===== src/sv/voxel_grid_binning_accumulator_core_assert.svh =====
// Assertion macros shared by the voxel grid binning accumulator RTL.
`ifndef VOXEL_GRID_BINNING_ACCUMULATOR_CORE_ASSERT_SVH
`define VOXEL_GRID_BINNING_ACCUMULATOR_CORE_ASSERT_SVH
`ifndef SYNTHESIS
// Same-cycle implication, checked out of reset.
`define VGBA_ASSERT_IMPLIES(label, clk, rst_n, ante, cons) \
    label: assert property (@(posedge clk) disable iff (!rst_n) (ante) |-> (cons)) \
        else $error("vgba assertion failed");
// Next-cycle implication, checked out of reset.
`define VGBA_ASSERT_NEXT(label, clk, rst_n, ante, cons) \
    label: assert property (@(posedge clk) disable iff (!rst_n) (ante) |=> (cons)) \
        else $error("vgba assertion failed");
`else
`define VGBA_ASSERT_IMPLIES(label, clk, rst_n, ante, cons)
`define VGBA_ASSERT_NEXT(label, clk, rst_n, ante, cons)
`endif
`endif


===== src/sv/vgba_pkg.sv =====
// Shared constants and types of the voxel grid binning accumulator.
package vgba_pkg;

    localparam int GRID_POINTS_DEF = 64;

    localparam int DATA_W = 32;
    localparam int SUM_W  = 48;
    localparam int CNT_W  = 24;
    localparam int ADDR_W = 18;
    localparam int OP_W   = 2;

    localparam logic [DATA_W-1:0] INV_STEP_RST = 32'h0001_0000;

    localparam logic [OP_W-1:0] OP_ACC   = 2'd0;
    localparam logic [OP_W-1:0] OP_READ  = 2'd1;
    localparam logic [OP_W-1:0] OP_CLEAR = 2'd2;

    // One voxel entry as stored in memory
    typedef struct packed {
        logic signed [SUM_W-1:0] sum;
        logic [CNT_W-1:0]        count;
    } voxel_t;

endpackage


===== src/sv/vgba_div.sv =====
// Sequential signed-by-unsigned divider, one quotient bit per cycle.
module vgba_div (
    input  logic                           clk,
    input  logic                           rst_n,
    input  logic                           start,
    input  logic signed [vgba_pkg::SUM_W-1:0] dividend,
    input  logic [vgba_pkg::CNT_W-1:0]     divisor,
    output logic                           done,
    output logic signed [vgba_pkg::SUM_W-1:0] quotient
);
    import vgba_pkg::*;

    localparam int CW = $clog2(SUM_W + 1);

    logic              run_reg, run_next;
    logic              done_reg, done_next;
    logic              neg_reg, neg_next;
    logic [CW-1:0]     cnt_reg, cnt_next;
    logic [SUM_W-1:0]  q_reg, q_next;
    logic [CNT_W-1:0]  rem_reg, rem_next;
    logic [CNT_W-1:0]  dvs_reg, dvs_next;
    logic [SUM_W-1:0]  quo_reg, quo_next;
    logic [CNT_W:0]    shifted;
    logic [CNT_W:0]    diff;

    // Restoring step on the magnitude
    always_comb
    begin
        shifted   = {rem_reg, q_reg[SUM_W-1]};
        diff      = shifted - {1'b0, dvs_reg};
        run_next  = run_reg;
        done_next = 1'b0;
        neg_next  = neg_reg;
        cnt_next  = cnt_reg;
        q_next    = q_reg;
        rem_next  = rem_reg;
        dvs_next  = dvs_reg;
        quo_next  = quo_reg;
        if (start)
        begin
            run_next = 1'b1;
            neg_next = dividend[SUM_W-1];
            q_next   = dividend[SUM_W-1] ? (SUM_W'(0) - dividend) : dividend;
            rem_next = '0;
            dvs_next = divisor;
            cnt_next = '0;
        end
        else if (run_reg)
        begin
            if (!diff[CNT_W])
            begin
                rem_next = diff[CNT_W-1:0];
                q_next   = {q_reg[SUM_W-2:0], 1'b1};
            end
            else
            begin
                rem_next = shifted[CNT_W-1:0];
                q_next   = {q_reg[SUM_W-2:0], 1'b0};
            end
            cnt_next = cnt_reg + CW'(1);
            if (cnt_reg == CW'(SUM_W - 1))
            begin
                run_next  = 1'b0;
                done_next = 1'b1;
            end
        end
        if (done_reg)
            quo_next = neg_reg ? (SUM_W'(0) - q_reg) : q_reg;
    end

    always_ff @(posedge clk or negedge rst_n)
    begin
        if (!rst_n)
        begin
            run_reg  <= 1'b0;
            done_reg <= 1'b0;
        end
        else
        begin
            run_reg  <= run_next;
            done_reg <= done_next;
        end
    end

    always_ff @(posedge clk)
    begin
        neg_reg <= neg_next;
        cnt_reg <= cnt_next;
        q_reg   <= q_next;
        rem_reg <= rem_next;
        dvs_reg <= dvs_next;
        quo_reg <= quo_next;
    end

    // Sign fix-up lands in the cycle after the last step
    logic fin_reg;
    always_ff @(posedge clk or negedge rst_n)
    begin
        if (!rst_n)
            fin_reg <= 1'b0;
        else
            fin_reg <= done_reg;
    end

    assign done     = fin_reg;
    assign quotient = quo_reg;

endmodule


===== config.mk =====
export PLATFORM = sky130hd
export DESIGN_NAME = vgba_div
export DESIGN_NICKNAME = d
export VERILOG_FILES = /design/src/sv/voxel_grid_binning_accumulator_core_assert.svh /design/src/sv/vgba_pkg.sv /design/src/sv/vgba_div.sv
export SDC_FILE = /design/constraint.sdc
export NUM_CORES = 1
export LEC_CHECK = 0
export ABC_CLOCK_PERIOD_IN_PS = 3960
export BUFFER_PORTS_ARGS = -buffer_cell sky130_fd_sc_hd__buf_4
export CAP_MARGIN = 40
export CORE_MARGIN = 1
export CORE_UTILIZATION = 60
export CTS_BUF_LIST = sky130_fd_sc_hd__clkbuf_8
export DETAILED_ROUTE_END_ITERATION = 10
export PLACE_DENSITY = 0.9
export SLEW_MARGIN = 10
export SYNTH_ARGS = -nofsm -noshare
export SYNTH_HDL_FRONTEND = slang
export SYNTH_SLANG_ARGS = --single-unit

===== constraint.sdc =====
create_clock -name clk -period 3.96 [get_ports clk]
set_input_delay 0 -clock clk [delete_from_list [all_inputs] [get_ports clk]]
set_output_delay 0 -clock clk [all_outputs]
set_load 0.02 [all_outputs]

# Word level (Yosys, flattened, before mapping)
# Cells that the tools add are included.
# totals
word_cells	27
input_bits	75
output_inout_bits	49
reg_bits	154
# op_classes
n_reduce_logical	1
add_sub_neg	4
n_eq_ne	1
mux	12
# ops
operator	n
48-bit 2-to-1 mux	4
1-bit by 48-bit subtractor with 48-bit output (first input constant)	2
25-bit by 24-bit subtractor with 25-bit output	1
24-bit 2-to-1 mux	1
1-bit 2-to-1 mux	7
6-bit by 1-bit adder with 6-bit output (second input constant)	1
6-bit == test (second input constant)	1
2-bit nonzero test	1

# Depth between registers and ports, before layout
# Gate-level depths: netlist (run 1).
# depth
ltp_word	4
ltp_mapped	14
depth_no_buf	12

# Worst setup path after synthesis (run 1)
# No wires, ideal clock.
# synth_path
path_kind	reg2reg
start	register q_reg[13]
end	register quo_reg[38], in the netlist quotient[38], data pin
period_less_slack_ns	3.627
setup_ns	0.262
stages_incl_launch_ff	10
arrival_ns	3.365
slack_ns	0.333
n_path_buf	0
path_cell_list	edfxtp_1 -> or4_4 -> nor4_2 -> or4b_1 -> or2_2 -> or4_1 -> or3_1 -> nand2b_1 -> o31ai_1 -> xnor2_1
# synth_between
elab_chain_cells	2
# synth_lines
item	line	text
from (decl)	vgba_div.sv:19	logic [SUM_W-1:0] q_reg, q_next;
from (signal assigned)	vgba_div.sv:89	q_reg <= q_next;
1-bit by 48-bit subtractor with 48-bit output	vgba_div.sv:68	quo_next = neg_reg ? (SUM_W'(0) - q_reg) : q_reg;
48-bit 2-to-1 mux	vgba_div.sv:68	
to (signal assigned)	vgba_div.sv:92	quo_reg <= quo_next;
to (decl)	vgba_div.sv:22	logic [SUM_W-1:0] quo_reg, quo_next;
# Every way passes these cells.
# A chain may end at the register's enable or synchronous reset.

# Worst setup path in the final report (run 1)
# layout_path
start	input dividend[13] (netlist name)
end	register q_reg[37], data pin
# layout_between
elab_chain_cells	3
# layout_lines
item	line	text
from (decl)	vgba_div.sv:6	input logic signed [vgba_pkg::SUM_W-1:0] dividend,
1-bit by 48-bit subtractor with 48-bit output	vgba_div.sv:43	q_next = dividend[SUM_W-1] ? (SUM_W'(0) - dividend) : dividend;
48-bit 2-to-1 mux	vgba_div.sv:43	
48-bit 2-to-1 mux	vgba_div.sv:39	if (start)
via q_next[37]	vgba_div.sv:19	
# The timed path passes the listed nets, and every way through them passes these cells.

==> metrics.txt, run 1 <==
fmax 261 MHz; # port buffers 123; Leakage 4.28 nW; CTS tree built; Post-synth top flop edfxtp_1; crit-path max FO 7; initial antenna violation count 0; Setup violations, final 0; vias per cell 6.16; Synth area leader edfxtp_1; Worst Tran Pin Value 811 ps; pin count of the biggest net entering global routing 61; crit path cell chain dlygate4sd3_1, buf_4, or4_4, or4_4, or3_4, or4_4, or3_1, or4_4, o31ai_4, xor2_1, a21oi_1; final WL 22.3 mm; Die Wd 123 um; vias post-DR 7472; Critical Path Start Type input port; share of the synthesized area in the top cell type 41.5%; Syn Area/Cell 10.5 sq um; layout cells sized above 1 20.6%; PD cells 351 mW/mm^2; Max clock buf depth 2; Layout Nets 1124; Tcrit/Tclk final 96.6%; Worst Path Required 4160 ps; first-iteration detailed-routing DRC count 734; synth-to-layout area growth 26.3%; multi-input logic area 0.00417 sq mm; Min Hold Slack -8.68 ps; Hold Fails Final Rpt 1; register area share after synthesis 49.3%; synthesized area 0.00875 sq mm; Syn Inst Count 836; beginning of the critical path dividend[13]; fillers 802; Final Util 78.7%; worst skew pair latency 470 ps; register area 0.00431 sq mm; wire per inst 18.4 um; post-synth cell types 65; Initial Utilization 62.3%; DRT Pass-1 Iters 7; Setup Buffers After CTS 0; GR Util All Layers 30.6%; core outline area 0.0140 sq mm; worst min-delay path startpoint dividend[17]; first-pass GRT wire length 35.0 mm; IO Pins 124; Hold Crit Depth 3; DPL Wire Length 14.1 mm; n_diodes 0; Worst Reg-to-Reg Cells 9; critical path's largest stage delay 550 ps; slowest library cell on the worst path or4_4; Syn Nets 939; crit end category flop; reg-to-reg slack, setup 140 ps; Worst Path Arrival 4030 ps; total grt overflow 0; # Max-Cap Violations 0; # rows 43; die height 123 um; critical register-to-register path startpoint q_reg[13]; Final ANT Viol Nets 0; CTS Sinks 154; number of global-route vias before repair 7201; total power 0.00388 W; # H-tree levels 4; DRC Markers 0; violated checks hold timing; outcome complete, but fails checks; worst relative slew slack 45.3%; ys async rst share 1.95%; CP Class input port to flop; Root Buffer clkbuf_8; die area 0.0151 sq mm; Final Critical Period 3830 ps; Clock Skews 14.2 ps; Min-Delay Path Class input port to flop; Synth Register Bits 154; Most common cell on crit path or4_4; register clock-pin slew on the reported worst setup and hold paths 80 ps; Ys Warns 0; Slew Viols, Final 0; number of flops mapped to enable cells by yosys 121; Peak supply drop 0.000247 V; CTS buffer count 17; dominant cells by area after synthesis edfxtp_1 (42%), xnor2_1 (6.9%), dfxtp_1 (6.9%); RePlAce Congestion 0.897
cells in the final DEF (no fill, tap or decap), drive strengths merged, types with 6 or more instances in the layout:
cell	synthesis	layout
or3	19	19
a21oi	63	63
clkinv	0	6
clkbuf	37	17
nand2	73	73
buf	2	141
dfxtp	30	30
nor2	73	73
or4	17	17
ha	27	27
nor3	6	6
xnor2	69	69
a21o	7	7
or2	8	8
o21ai	41	41
a311oi	20	20
nand2b	12	12
o41ai	19	19
dlygate4sd3	0	64
o211ai	7	7
xor2	47	47
mux2	12	12
edfxtp	121	121
o31ai	24	24
inv	37	40
per-stage QoR:
step	setup slack [ps]	area (sq um)	std cells	hold slack, ps	TNS, ps
floorplan	333	8750	836	-296	0
global placement	181	9870	1115	-207	0
detailed placement	116	9940	1118	-205	0
CTS	85.0	11000	1213	0.322	0
global route	-7.34	11100	1213	-9.70	-7.98
finish	134	11100	1213	-8.68	0
final timing paths:
check	endpoint
max in group asynchronous	done_reg
setup reg to reg	quotient[38]
min in group asynchronous	run_reg
setup / recovery	q_reg[37]
hold reg to reg	rem_reg[1]
hold / removal	q_reg[17]
synthesized netlist by cell type (all sizes together), types with 8 or more instances:
library cell / instances
o31ai: 24
edfxtp: 121
nor2: 73
mux2: 12
xnor2: 69
xor2: 47
o41ai: 19
o21ai: 41
or3: 19
a21oi: 63
nand2: 73
or4: 17
or2: 8
a311oi: 20
nand2b: 12
dfxtp: 30
inv: 37
ha: 27
clkbuf: 37
what timing repair did:
action                                  in CTS  in global routing
hold buffers                                64                  0
gates resized for setup                      0                  7
endpoints found under the hold margin       71                  0
endpoints found under the setup margin       0                  7
cell type report:
type,instances,area share (%)
clock buffers,17,2.12
clock inverters,14,1.86
inverters,37,1.26
multi-input cells,606,37.8
flip-flops and latches,154,39.0
well taps,180,2.04
repair buffers,205,16.0
report_power, final:
group | internal [W] | switching [W]
clock | 0.000741 | 0.000593
combinational | 0.000291 | 0.000276
sequential | 0.00187 | 0.000108
worst max-delay path, delay by kind of cell:
kind,cells,cell delay [ps]
buffers and inverters,2,670
AND/OR/NAND/NOR,6,2890
AO/OA/AOI/OAI,2,280
XOR/XNOR,1,180
routing by layer:
metal	vias to the layer above	share of wire [%]	global-route usage (%)
met4	0	2.9	14.3
met2	403	50	52.2
met3	61	7.6	6.51
met5	-	0	0
li1	3445	-	-
met1	3563	40	36.9
logic make-up after synthesis:
kind of cell             Yosys count  share of synthesized area, %
AND/OR/NAND/NOR                  242                          14.0
XOR/XNOR                         116                          11.6
buffers and inverters             76                          3.39
adder cells (fa/ha/maj)           28                          4.09
flip-flops                       154                          49.3
multiplexers                      15                          1.89
AO/OA/AOI/OAI                    205                          15.8
Note: power is estimated with default switching activity, not from simulation.
==> run 2, diff against run 1 <==
CORE_UTILIZATION = 51   (was 60)
PLACE_DENSITY = 0.79   (was 0.9)
==> metrics.txt, run 2 (synthesis results as in run 1) <==
Peak supply drop 0.000200 V (-19%); CP Class flop to flop; vias per cell 5.65 (-8.2%); final WL 19.9 mm (-11%); # Max-Cap Violations 0 (unchanged); Setup violations, final 0 (unchanged); Slew Viols, Final 0 (unchanged); vias post-DR 7083 (-5.2%); CTS buffer count 17 (unchanged); first-iteration detailed-routing DRC count 448 (-39%); Min-Delay Path Class input port to flop; # H-tree levels 4 (unchanged); Hold Fails Final Rpt 0 (-1); fillers 1260 (+57%); Tcrit/Tclk final 97.4% (+0.76 points); crit end category flop; crit-path max FO 5 (-2); register clock-pin slew on the reported worst setup and hold paths 90 ps (about the same); Setup Buffers After CTS 0 (unchanged); n_diodes 0 (unchanged); Psw 0.000948 W (-3.1%); RePlAce Congestion 0.852 (-5.1%); most frequent cells in the layout buf_4 (136), edfxtp_1 (121), nor2_1 (73), nand2_1 (73), xnor2_1 (69); outcome completed; # port buffers 123 (unchanged); Layout Nets 1125 (+0.089%); reg-to-reg slack, setup 100 ps (-40 ps); Root Buffer clkbuf_8; total grt overflow 0 (unchanged); Worst Reg-to-Reg Cells 9 (unchanged); Worst Tran Pin Value 970 ps (+159 ps); commonest non-fill, non-tap cell in the layout buf_4; DPL Wire Length 13.4 mm (-4.6%); IO Pins 124 (unchanged); Clock Skews 11.6 ps (-2.62 ps); Leakage 4.23 nW (-1.1%); worst relative slew slack 35.4% (-9.9 points); Worst Hold End q_reg[40]; fmax 259 MHz (-0.78%); Max clock buf depth 2 (unchanged); Initial Utilization 52.6% (-9.7 points); first-pass GRT wire length 32.1 mm (-8.1%); number of global-route vias before repair 6826 (-5.2%); critical register-to-register path startpoint q_reg[12]; register share of total power 53.1% (+2.1 points); core outline area 0.0166 sq mm (+19%); reg2reg end quotient[38]; worst min-delay path startpoint dividend[40]; worst skew pair latency 460 ps (about the same); Final ANT Viol Nets 0 (unchanged); die area 0.0177 sq mm (+17%); P_int 0.00277 W (-4.6%); GR Util All Layers 23.1% (-7.5 points); CTS Sinks 154 (unchanged); wire per inst 15.9 um (-14%); switching part of the total 25.5% (+0.31 points); Die Wd 133 um (+8.3%); DRT Pass-1 Iters 7 (unchanged); Min Hold Slack 19.3 ps (+28.0 ps); register area 0.00431 sq mm (unchanged); DRC Markers 0 (unchanged); synth-to-layout area growth 26.1%; Final Critical Period 3860 ps (+29.9 ps); Worst Path Arrival 4060 ps (+30 ps); die height 133 um (+8.3%); Comb power frac 14.6% (about the same); CTS tree built; pin count of the biggest net entering global routing 58 (-4.9%); Critical Path Start Type flop; Hold Crit Depth 3 (unchanged); multi-input logic area 0.00417 sq mm (-0.21%); Clk pwr share 32.3% (-2.0 points); initial antenna violation count 0 (unchanged); PD cells 337 mW/mm^2 (-4.0%); Final Util 66.3% (-12 points); layout cells sized above 1 20.6% (unchanged); # rows 47 (+9.3%); Worst Path Required 4170 ps (about the same)
-- run 2: cell count changes in the layout (fill, tap and decap cells not counted), moves of 2 or more --
cell and change:
dlygate4sd3_1 +3, inv_1 -2, clkinv_2 +3, clkinvlp_4 +3, buf_16 -2, bufinv_16 -2, clkinv_4 -2
-- run 2: per-layer routing --
metal | part of all wire, % | vias to the layer above | routed length, um | track usage, %
met3 | 5.4 | 27 | 1070 | 4.10
met5 | 0 | - | 0 | 0
li1 | - | 3447 | - | -
met2 | 49 | 237 | 9710 | 39.2
met1 | 44 | 3372 | 8770 | 29.3
met4 | 1.6 | 0 | 314 | 8.68
-- run 2: how the worst max path moves through the flow --
stage / slack, ps / cells past startpoint / startpoint / endpoint
3_3_place_gp: 160 / 9 / q_reg[12] / quotient[40]
5_1_grt: -30 / 9 / q_reg[12] / quotient[38]
3_5_place_dp: 60 / 9 / q_reg[12] / quotient[38]
4_1_cts: 40 / 9 / q_reg[12] / quotient[38]
6_report: 100 / 9 / q_reg[12] / quotient[38]
2_1_floorplan: 330 / 9 / q_reg[13] / quotient[38]
-- run 2: power groups by stage --
stage               registers [W]  logic [W]  clock network, W
floorplan                 0.00198   0.000330                 0
global placement          0.00200   0.000467                 0
detailed placement        0.00201   0.000478                 0
CTS                       0.00197   0.000535           0.00123
global route              0.00199   0.000601           0.00129
finish                    0.00198   0.000542           0.00120
-- run 2: final cells by class --
| type | count | share of cell area, % |
|---|---|---|
| flip-flops and latches | 154 | 39.1 |
| inverters | 37 | 1.26 |
| multi-input cells | 606 | 37.8 |
| clock inverters | 13 | 1.40 |
| well taps | 220 | 2.50 |
| clock buffers | 17 | 2.12 |
| repair buffers | 206 | 15.9 |
-- run 2: repair_timing --
| item | in CTS | in global routing |
|---|---|---|
| endpoints found under the hold margin | 69 | 0 |
| hold buffers | 67 | 0 |
| setup endpoints to repair | 0 | 3 |
| gates resized for setup | 0 | 5 |
-- run 2: critical path: stages (launching register included) --
cell	delay, ps
edfxtp_1	460
or4_4	580
nor4_2	190
or4b_1	480
or2_2	330
or4_1	550
or3_4	430
nand2b_2	240
o31ai_2	230
xnor2_1	110
-- run 2: through the flow --
step	std cells	worst slack (ps)	power, W	cell area [sq um]	setup TNS (ps)
after floorplan	836	333	0.00231	8750	0
after global placement	1154	160	0.00247	9910	0
after detailed placement	1156	56.3	0.00249	9950	0
after CTS	1253	41.2	0.00373	11000	0
after global routing	1253	-29.9	0.00388	11000	-29.9
final	1253	104	0.00372	11000	0
